===== src/hw/rtl/isort_pkg.sv =====
// isort_pkg: shared constants and types of the insertion sorter
// used by the stream interfaces, the controller, the datapath and the top level
// no dependencies
package isort_pkg;

	localparam int DEPTH = 64;
	localparam int CNT_W = $clog2(DEPTH + 1);

	typedef logic signed [31:0] value_t;
	typedef logic [CNT_W-1:0]   count_t;

	// commands from the controller to the datapath
	typedef struct packed {
		logic insert;
		logic pop;
	} cmd_t;

	// status from the datapath to the controller
	typedef struct packed {
		logic empty;
		logic last_one;
	} status_t;

endpackage


===== src/hw/rtl/isort_ctrl.sv =====
// isort_ctrl: fill/drain state machine of the insertion sorter
// drives the channel handshakes and the datapath commands; depends on isort_pkg
module isort_ctrl import isort_pkg::*; (
	input  logic    clk,
	input  logic    arst_n,
	input  logic    in_valid,
	input  logic    in_last,
	output logic    in_ready,
	output logic    out_valid,
	input  logic    out_ready,
	input  status_t status,
	output cmd_t    cmd
);

	typedef enum logic {
		ST_FILL,
		ST_DRAIN
	} state_t;

	state_t state_q;
	logic   in_ready_q;
	logic   out_valid_q;

	assign in_ready   = in_ready_q;
	assign out_valid  = out_valid_q;
	assign cmd.insert = in_valid && in_ready_q;
	assign cmd.pop    = out_valid_q && out_ready;

	always_ff @(posedge clk or negedge arst_n) begin
		if (!arst_n) begin
			state_q     <= ST_FILL;
			in_ready_q  <= 1'b0;
			out_valid_q <= 1'b0;
		end else begin
			case (state_q)
				ST_FILL: begin
					if (in_valid && in_ready_q && in_last) begin
						state_q     <= ST_DRAIN;
						in_ready_q  <= 1'b0;
						out_valid_q <= 1'b1;
					end else begin
						in_ready_q <= 1'b1;
					end
				end
				ST_DRAIN: begin
					// the final transaction of the batch empties the store
					if (out_valid_q && out_ready && status.last_one) begin
						state_q     <= ST_FILL;
						in_ready_q  <= 1'b1;
						out_valid_q <= 1'b0;
					end
				end
				default: begin
					state_q     <= ST_FILL;
					in_ready_q  <= 1'b0;
					out_valid_q <= 1'b0;
				end
			endcase
		end
	end

	a_no_overlap: assert property (@(posedge clk) disable iff (!arst_n)
		!(in_ready_q && out_valid_q))
		else $error("input and output open at the same time");

	a_last_starts_drain: assert property (@(posedge clk) disable iff (!arst_n)
		(in_valid && in_ready_q && in_last) |=> out_valid_q)
		else $error("last item did not start the drain");

	a_drain_not_empty: assert property (@(posedge clk) disable iff (!arst_n)
		out_valid_q |-> !status.empty)
		else $error("draining an empty store");

	a_drain_ends: assert property (@(posedge clk) disable iff (!arst_n)
		(out_valid_q && out_ready && status.last_one) |=> (!out_valid_q && in_ready_q))
		else $error("drain did not end after the final result");

endmodule


===== config.mk =====
export PLATFORM = sky130hd
export DESIGN_NAME = isort_ctrl
export DESIGN_NICKNAME = d
export VERILOG_FILES = /design/src/hw/rtl/isort_pkg.sv /design/src/hw/rtl/isort_ctrl.sv
export SDC_FILE = /design/constraint.sdc
export NUM_CORES = 1
export LEC_CHECK = 0
export BUFFER_PORTS_ARGS = -buffer_cell sky130_fd_sc_hd__buf_4
export CAP_MARGIN = 20
export CORE_AREA = 10 10 47 49
export DETAILED_ROUTE_END_ITERATION = 7
export DIE_AREA = 0 0 57 59
export SKIP_CTS_REPAIR_TIMING = 1
export SLEW_MARGIN = 5
export SYNTH_ARGS = -nofsm -noshare
export SYNTH_HDL_FRONTEND = slang
export SYNTH_SLANG_ARGS = --single-unit
export TNS_END_PERCENT = 5

===== constraint.sdc =====
create_clock -name clk -period 0.94 [get_ports clk]
set_input_delay 0.141 -clock clk [delete_from_list [all_inputs] [get_ports clk]]
set_output_delay 0.141 -clock clk [all_outputs]
set_load 0.01 [all_outputs]

==> summary by stage, run 1 <==
Power
VDD sags by at most between 0.5 and 0.6 mV. The power density normalized to cell area is about 2800 mW/mm^2. The analysis attributes to cell leakage a power of 0.144 nW.

Power comes to ~0.00081 W.

Setup path
The critical path in this run is classified as register to primary output. The data arrival time at the worst-slack endpoint is approximately 0.90 ns. The highest fanout seen on the critical path is 4. The critical path endpoint category is a primary output. The required time of the worst setup path is 0.80 ns. STA classifies the critical path startpoint as a register. For the worst flop-to-flop path, the logic depth is 2.

Logic synthesis
The share of the Yosys chip area taken by registers is 0.545. In this run, distinct cell masters in the synthesized netlist total 9. The number of nets in the synthesized netlist is 20.

In this run the mean area of a mapped cell was about 11 sq um. The number of instances in the synthesized netlist is 13. The Yosys warning count is 0. After synthesis the cells add up to 138 sq um. After synthesis the netlist holds a flip-flop and latch count of 3.

Final layout
The number of nets in the finished design is 37. The signed area change from the synthesized netlist to the final layout is 109%. In the final layout, the share of cells above drive strength 1 is 0.586. After filler insertion, the fill cell instance count of the layout stands at roughly 170.

0 antenna diodes ended up in the layout. The final design instance area without fill is ~290 sq um.

Route
The ratio of routed vias to standard cells is 3.38. The length of the first detailed-routing pass in iterations is 1. The initial detailed-routing violation count is 0.

The detailed router placed roughly 150 vias in this run. After detailed routing, the average wire length per cell comes to 9.42 microns. Wires add up to between 400 and 500 microns. In the routed design, unresolved DRC markers number 0. The remaining antenna violation count is 0.

Global routing
Entering global routing, the biggest net connects 5 pins. Global routing finished with a remaining overflow of 0. The number of antenna violations at the first check in global routing is 0. The global router's overall resource usage is 0.0294. The global-route wire length before repair is a little over 700 microns. The via count of the first global-routing pass is 171.

CTS
The CTS H-tree depth is 1. TritonCTS built the clock tree. Counting the buffers created by CTS gives 3. Counting along the longest clock path gives a buffer depth of 2. The root buffer selected by CTS is clkbuf_4. The clock reaches the later pin of the worst-skew pair after between 0.2 and 0.25 ns. Clock tree synthesis found a total of 3 sinks. Clock-pin slew was measured on the worst setup and hold paths at ~0.04 ns.

Placement
The pre-CTS setup slack is ~0.037 ns. The placed instances occupy a cell area of approximately 230 sq um. The routability congestion estimate from global placement is 0.569. The HPWL reported at the end of detailed placement is 337 microns.

During placement, the flow inserted port buffers numbering 9.

Timing
The final count of pins violating max slew was 0. The routed design could run at a clock period as short as approximately 1.0 ns. In the finished design, the share of the clock period the worst path needs comes to 1.11. The number of hold-slack violations in the final timing report is 0. The slew at the pin with the worst max-slew slack is 0.184 ns.

Between clock sinks in the finished design, the worst skew comes to between 0.0009 and 0.001 ns. The relative slew slack is 0.876. Setup repair after global routing could not meet its margin everywhere. The count of final setup violators is 4.

Timing would allow up to about 960 MHz. The post-route worst setup slack is -0.106 ns.

Floorplanning
The floorplan step set the die height to a little under 60 microns. Pin placement for this block handled 11 I/O pins. The row count is 14. In this run the standard cell core region covers ~0.0014 sq mm. The effective utilization at floorplan is 0.0982. The die extent in x is between 50 and 60 microns. The full die area is between 0.003 and 0.004 sq mm.

Worst hold path
The tightest min-delay check is of the input port to asynchronous set/reset pin type.

Flow run
The number of max-cap violations is 0.

Status
The final reports fail on negative setup slack. The run finished, with violations left.
==> report_power, final <==
group | internal [W] | switching, W | leakage [nW]
clock | 0.000159 | 0.0000647 | 0.0150
sequential | 0.000192 | 0.0000427 | 0.0332
combinational | 0.000220 | 0.000132 | 0.0957
total | 0.000571 | 0.000239 | 0.144
==> synthesized netlist by cell type <==
library cell | instances | area (sq um)
o21ai_0 | 2 | 10.0
nand4b_1 | 1 | 8.76
and3_1 | 1 | 6.26
and2_1 | 1 | 6.26
inv_1 | 2 | 7.51
and3_2 | 1 | 7.51
dfrtp_1 | 3 | 75.1
o31a_1 | 1 | 8.76
and2_2 | 1 | 7.51
==> critical path: stages, from the launching register on <==
cell and delay [ns]:
dfrtp_1 0.40, and2_4 0.17, buf_6 0.11
==> state kept, by name, summed over array words and instances, names as in the netlist <==
register / count
in_ready: 1
state_q: 1
out_valid: 1
==> stage by stage <==
stage	utilization	setup TNS (ns)	instances	hold slack [ns]
5_1_grt	0.205	-0.457	45	0.261
2_1_floorplan	-	0	13	-0.155
3_3_place_gp	0.166	0	39	-0.0684
6_report	0.205	-0.341	45	0.236
3_5_place_dp	0.166	0	39	-0.0676
4_1_cts	0.185	-0.323	43	-0.319
==> per-layer routing <==
layer  share of wire  up-vias  track usage
met5               0        -            0
li1                -       77            -
met3            0.15        0       0.0258
met4               0        0       0.0302
met1            0.31       68       0.0239
met2            0.54        7       0.0419
==> layout by cell type (no fill, tap or decap) <==
master         n
buf_4          9
o31a_1         1
clkbuf_1       1
and2_4         2
o21ai_0        2
dfrtp_1        3
inv_1          2
nand4b_1       1
and3_1         1
clkbuf_4       3
and3_2         1
buf_6          2
dlygate4sd3_1  1
==> logic make-up (layout without fill, tap and decap cells) <==
group	count (synthesis)	count (layout)	share of synthesized area
DFF	3	3	0.545
buffers and inverters	2	18	0.0546
AOI/OAI and AO/OA	3	3	0.136
and+or+nand+nor	5	5	0.264
==> worst paths after layout <==
check                          start        end  slack (ns)
max                         in_ready     cmd[1]       -0.11
min in group clk           status[0]  out_valid        0.28
min reg2reg                 in_ready   in_ready        0.55
max in group asynchronous     arst_n    state_q        0.61
min                           arst_n   in_ready        0.24
max reg2reg                out_valid   in_ready        0.03
==> cell type report <==
type / instances / area, sq um / share of cell area
repair buffers: 12 / 100 / 0.348
flip-flops and latches: 3 / 75.1 / 0.261
multi-input cells: 8 / 58.8 / 0.204
clock buffers: 4 / 26.3 / 0.0913
well taps: 16 / 20.0 / 0.0696
inverters: 2 / 7.51 / 0.0261
(Power assumes the default switching activity.)
==> run 2, diff against run 1 <==
--- a/config.mk
+++ b/config.mk
@@ -8,8 +8,10 @@
 export BUFFER_PORTS_ARGS = -buffer_cell sky130_fd_sc_hd__buf_4
 export CAP_MARGIN = 20
 export CORE_AREA = 10 10 47 49
+export CTS_BUF_LIST = sky130_fd_sc_hd__clkbuf_8
 export DETAILED_ROUTE_END_ITERATION = 7
 export DIE_AREA = 0 0 57 59
+export SETUP_SLACK_MARGIN = 0.5
 export SKIP_CTS_REPAIR_TIMING = 1
 export SLEW_MARGIN = 5
 export SYNTH_ARGS = -nofsm -noshare
==> summary by stage, run 2 (synthesized netlist as in run 1, its figures left out) <==
Setup path
The cell at the slowest stage of the critical path is dfrtp_1. The worst setup path is of the register to primary output kind. The worst setup path is launched from a register. The critical path goes through and2_4 -> buf_6. The worst reg-to-reg setup slack was 0.05 ns (+0.02 ns). The critical path's largest stage delay came to 0.39 ns (about the same). The highest fanout seen on the critical path was 4 (unchanged). The required time of the worst setup path is 0.80 ns (about the same). The data arrival time at the worst-slack endpoint is 0.88 ns (-0.02 ns). The number of buffer and inverter instances along the worst setup path came to 1 (unchanged). The cell family contributing the most delay on the critical path is flip-flops. The worst setup path is captured at a primary output.

Power
The internal power is 0.000687 W (+20%). The switching power share of the total came to 0.266 (-0.0298). The clock network fraction of total power was 0.381 (+0.105).

The portion of total power attributed to combinational logic was 0.367 (-0.068). The net switching power figure is 0.000248 W (+3.7%). The proportion of power drawn by flip-flops and latches was 0.252 (-0.037). The power after layout is 0.000935 W (+15%). The static leakage is 0.155 nW (+7.8%). The largest vdd supply drop is 0.730 mV (+34%). The power density normalized to cell area is 3090 mW/mm^2 (+9.7%).

Final layout
The share of post-route cells with drive strength above 1 is 0.586 (unchanged). The number of inserted diodes was 0 (unchanged). The final design instance area without fill is 303 sq um (+5.2%). In the layout the commonest cells are buf_4, inv_1, clkbuf_8, dfrtp_1.

From synthesis to final layout, the design area changed by 120%. The number of nets in the finished design was 37 (unchanged). The count of filler cells inserted in the layout was 168 (-0.59%). The final core area utilization is 0.216 (+0.0107). The library cell used most frequently in the layout, excluding fill and tap cells, is buf_4.

Route
The remaining antenna violation count came to 0 (unchanged). The ratio of routed vias to standard cells came to 3.38 (unchanged). The final routed wire length divided by cell count is 9.93 microns (+5.4%). The length of the first detailed-routing pass in iterations was 1 (unchanged). The final routed wirelength across all metal layers is 447 microns (+5.4%). The number of remaining DRC errors is 0 (unchanged). The initial detailed-routing violation count is 0 (unchanged). The total number of vias is 152 (unchanged).

CTS
The root buffer selected by CTS is clkbuf_8. The number of buffers inserted during clock tree synthesis is 3 (unchanged). TritonCTS built the clock tree. The CTS H-tree depth came to 1 (unchanged).

The maximum number of buffers from clock root to sink came to 2 (unchanged). The clock edge transition at the registers on the reported setup and hold paths is 0.03 ns (about the same). The worst-skew pair later-pin latency came to 0.21 ns (-0.02 ns). The number of clock sinks is 3 (unchanged).

Timing
The post-route minimum period is 1.02 ns (-0.0213 ns). The maximum achievable frequency came to 976 MHz (+2.1%). The final count of pins violating max slew is 0 (unchanged). The period utilization is 1.09 (-0.0226).

The count of final setup violators is 4 (unchanged). The slew at the pin with the worst max-slew slack was 0.138 ns (-0.0460 ns). The number of hold-slack violations in the final timing report is 0 (unchanged).

The final worst clock skew is 0.00207 ns (+0.00116 ns). Setup repair after global routing could not meet its margin everywhere. The post-route worst setup slack is -0.0846 ns (+0.0213 ns). The relative slew slack came to 0.907 (+0.0315).

Status
The run finished, with violations left. The checks that failed: negative setup slack.

Global routing
The global router's overall resource usage is 0.0316 (+0.00219). The overall overflow remaining after global route is 0 (unchanged). The number of antenna violations at the first check in global routing was 0 (unchanged). The largest net degree at the start of global routing came to 5 (unchanged).

The global-route wire length before repair is 717 microns (+0.99%). The via count of the first global-routing pass is 165 (-3.5%).

Floorplanning
The count of pins on the block boundary is 11 (unchanged). The effective utilization at floorplan is 0.0982 (unchanged). The row count came to 14 (unchanged). The overall die height came to 59 microns (unchanged).

The full die area is 0.00336 sq mm (unchanged). The die extent in x is 57 microns (unchanged). The floorplan core area is 0.00140 sq mm (unchanged).

Placement
The quantity of I/O buffers inserted on ports is 9 (unchanged). The total placed instance area is 233 sq um (unchanged). The routability congestion estimate from global placement came to 0.692 (+22%). The HPWL reported at the end of detailed placement is 349 microns (+3.5%). The pre-CTS setup slack is 0.0584 ns (+0.0210 ns).

Flow run
The number of max-cap violations came to 0 (unchanged).

Worst hold path
The min-delay analysis places its worst path in the category input port to asynchronous set/reset pin.
==> run 2: power groups by stage <==
stage	clock network, W	registers (W)	logic, W
final	0.000356	0.000235	0.000343
after global routing	0.000381	0.000249	0.000390
after CTS	0.000371	0.000233	0.000295
after detailed placement	0	0.000235	0.000293
after global placement	0	0.000232	0.000292
after floorplan	0	0.000250	0.000103
==> run 2: final timing paths <==
kind,to,cells after the start,start
worst max-delay path,cmd[1],2,in_ready
worst min-delay path,in_ready,2,arst_n
worst max register to register,in_ready,2,out_valid
worst min register to register,in_ready,1,in_ready
max in group asynchronous,state_q,2,arst_n
min in group clk,out_valid,3,status[0]
==> run 2: per-layer routing <==
layer	wire (microns)	GRT usage
met4	0	0.0403
met1	145	0.0251
met3	75	0.0343
met2	225	0.0372
met5	0	0
==> run 2: cell type report <==
type	instances	area [sq um]	area share
well taps	16	20.0	0.0661
clock inverters	1	3.75	0.0124
flip-flops and latches	3	75.1	0.248
repair buffers	12	96.3	0.318
multi-input cells	8	58.8	0.194
inverters	2	7.51	0.0248
clock buffers	3	41.3	0.136
==> run 2: per-stage QoR <==
| step | TNS, ns | hold WS [ns] | instances |
|---|---|---|---|
| 6_report | -0.274 | 0.253 | 45 |
| 5_1_grt | -0.423 | 0.267 | 45 |
| 2_1_floorplan | 0 | -0.155 | 13 |
| 4_1_cts | -0.251 | -0.296 | 43 |
| 3_5_place_dp | 0 | -0.0678 | 39 |
| 3_3_place_gp | 0 | -0.0685 | 39 |
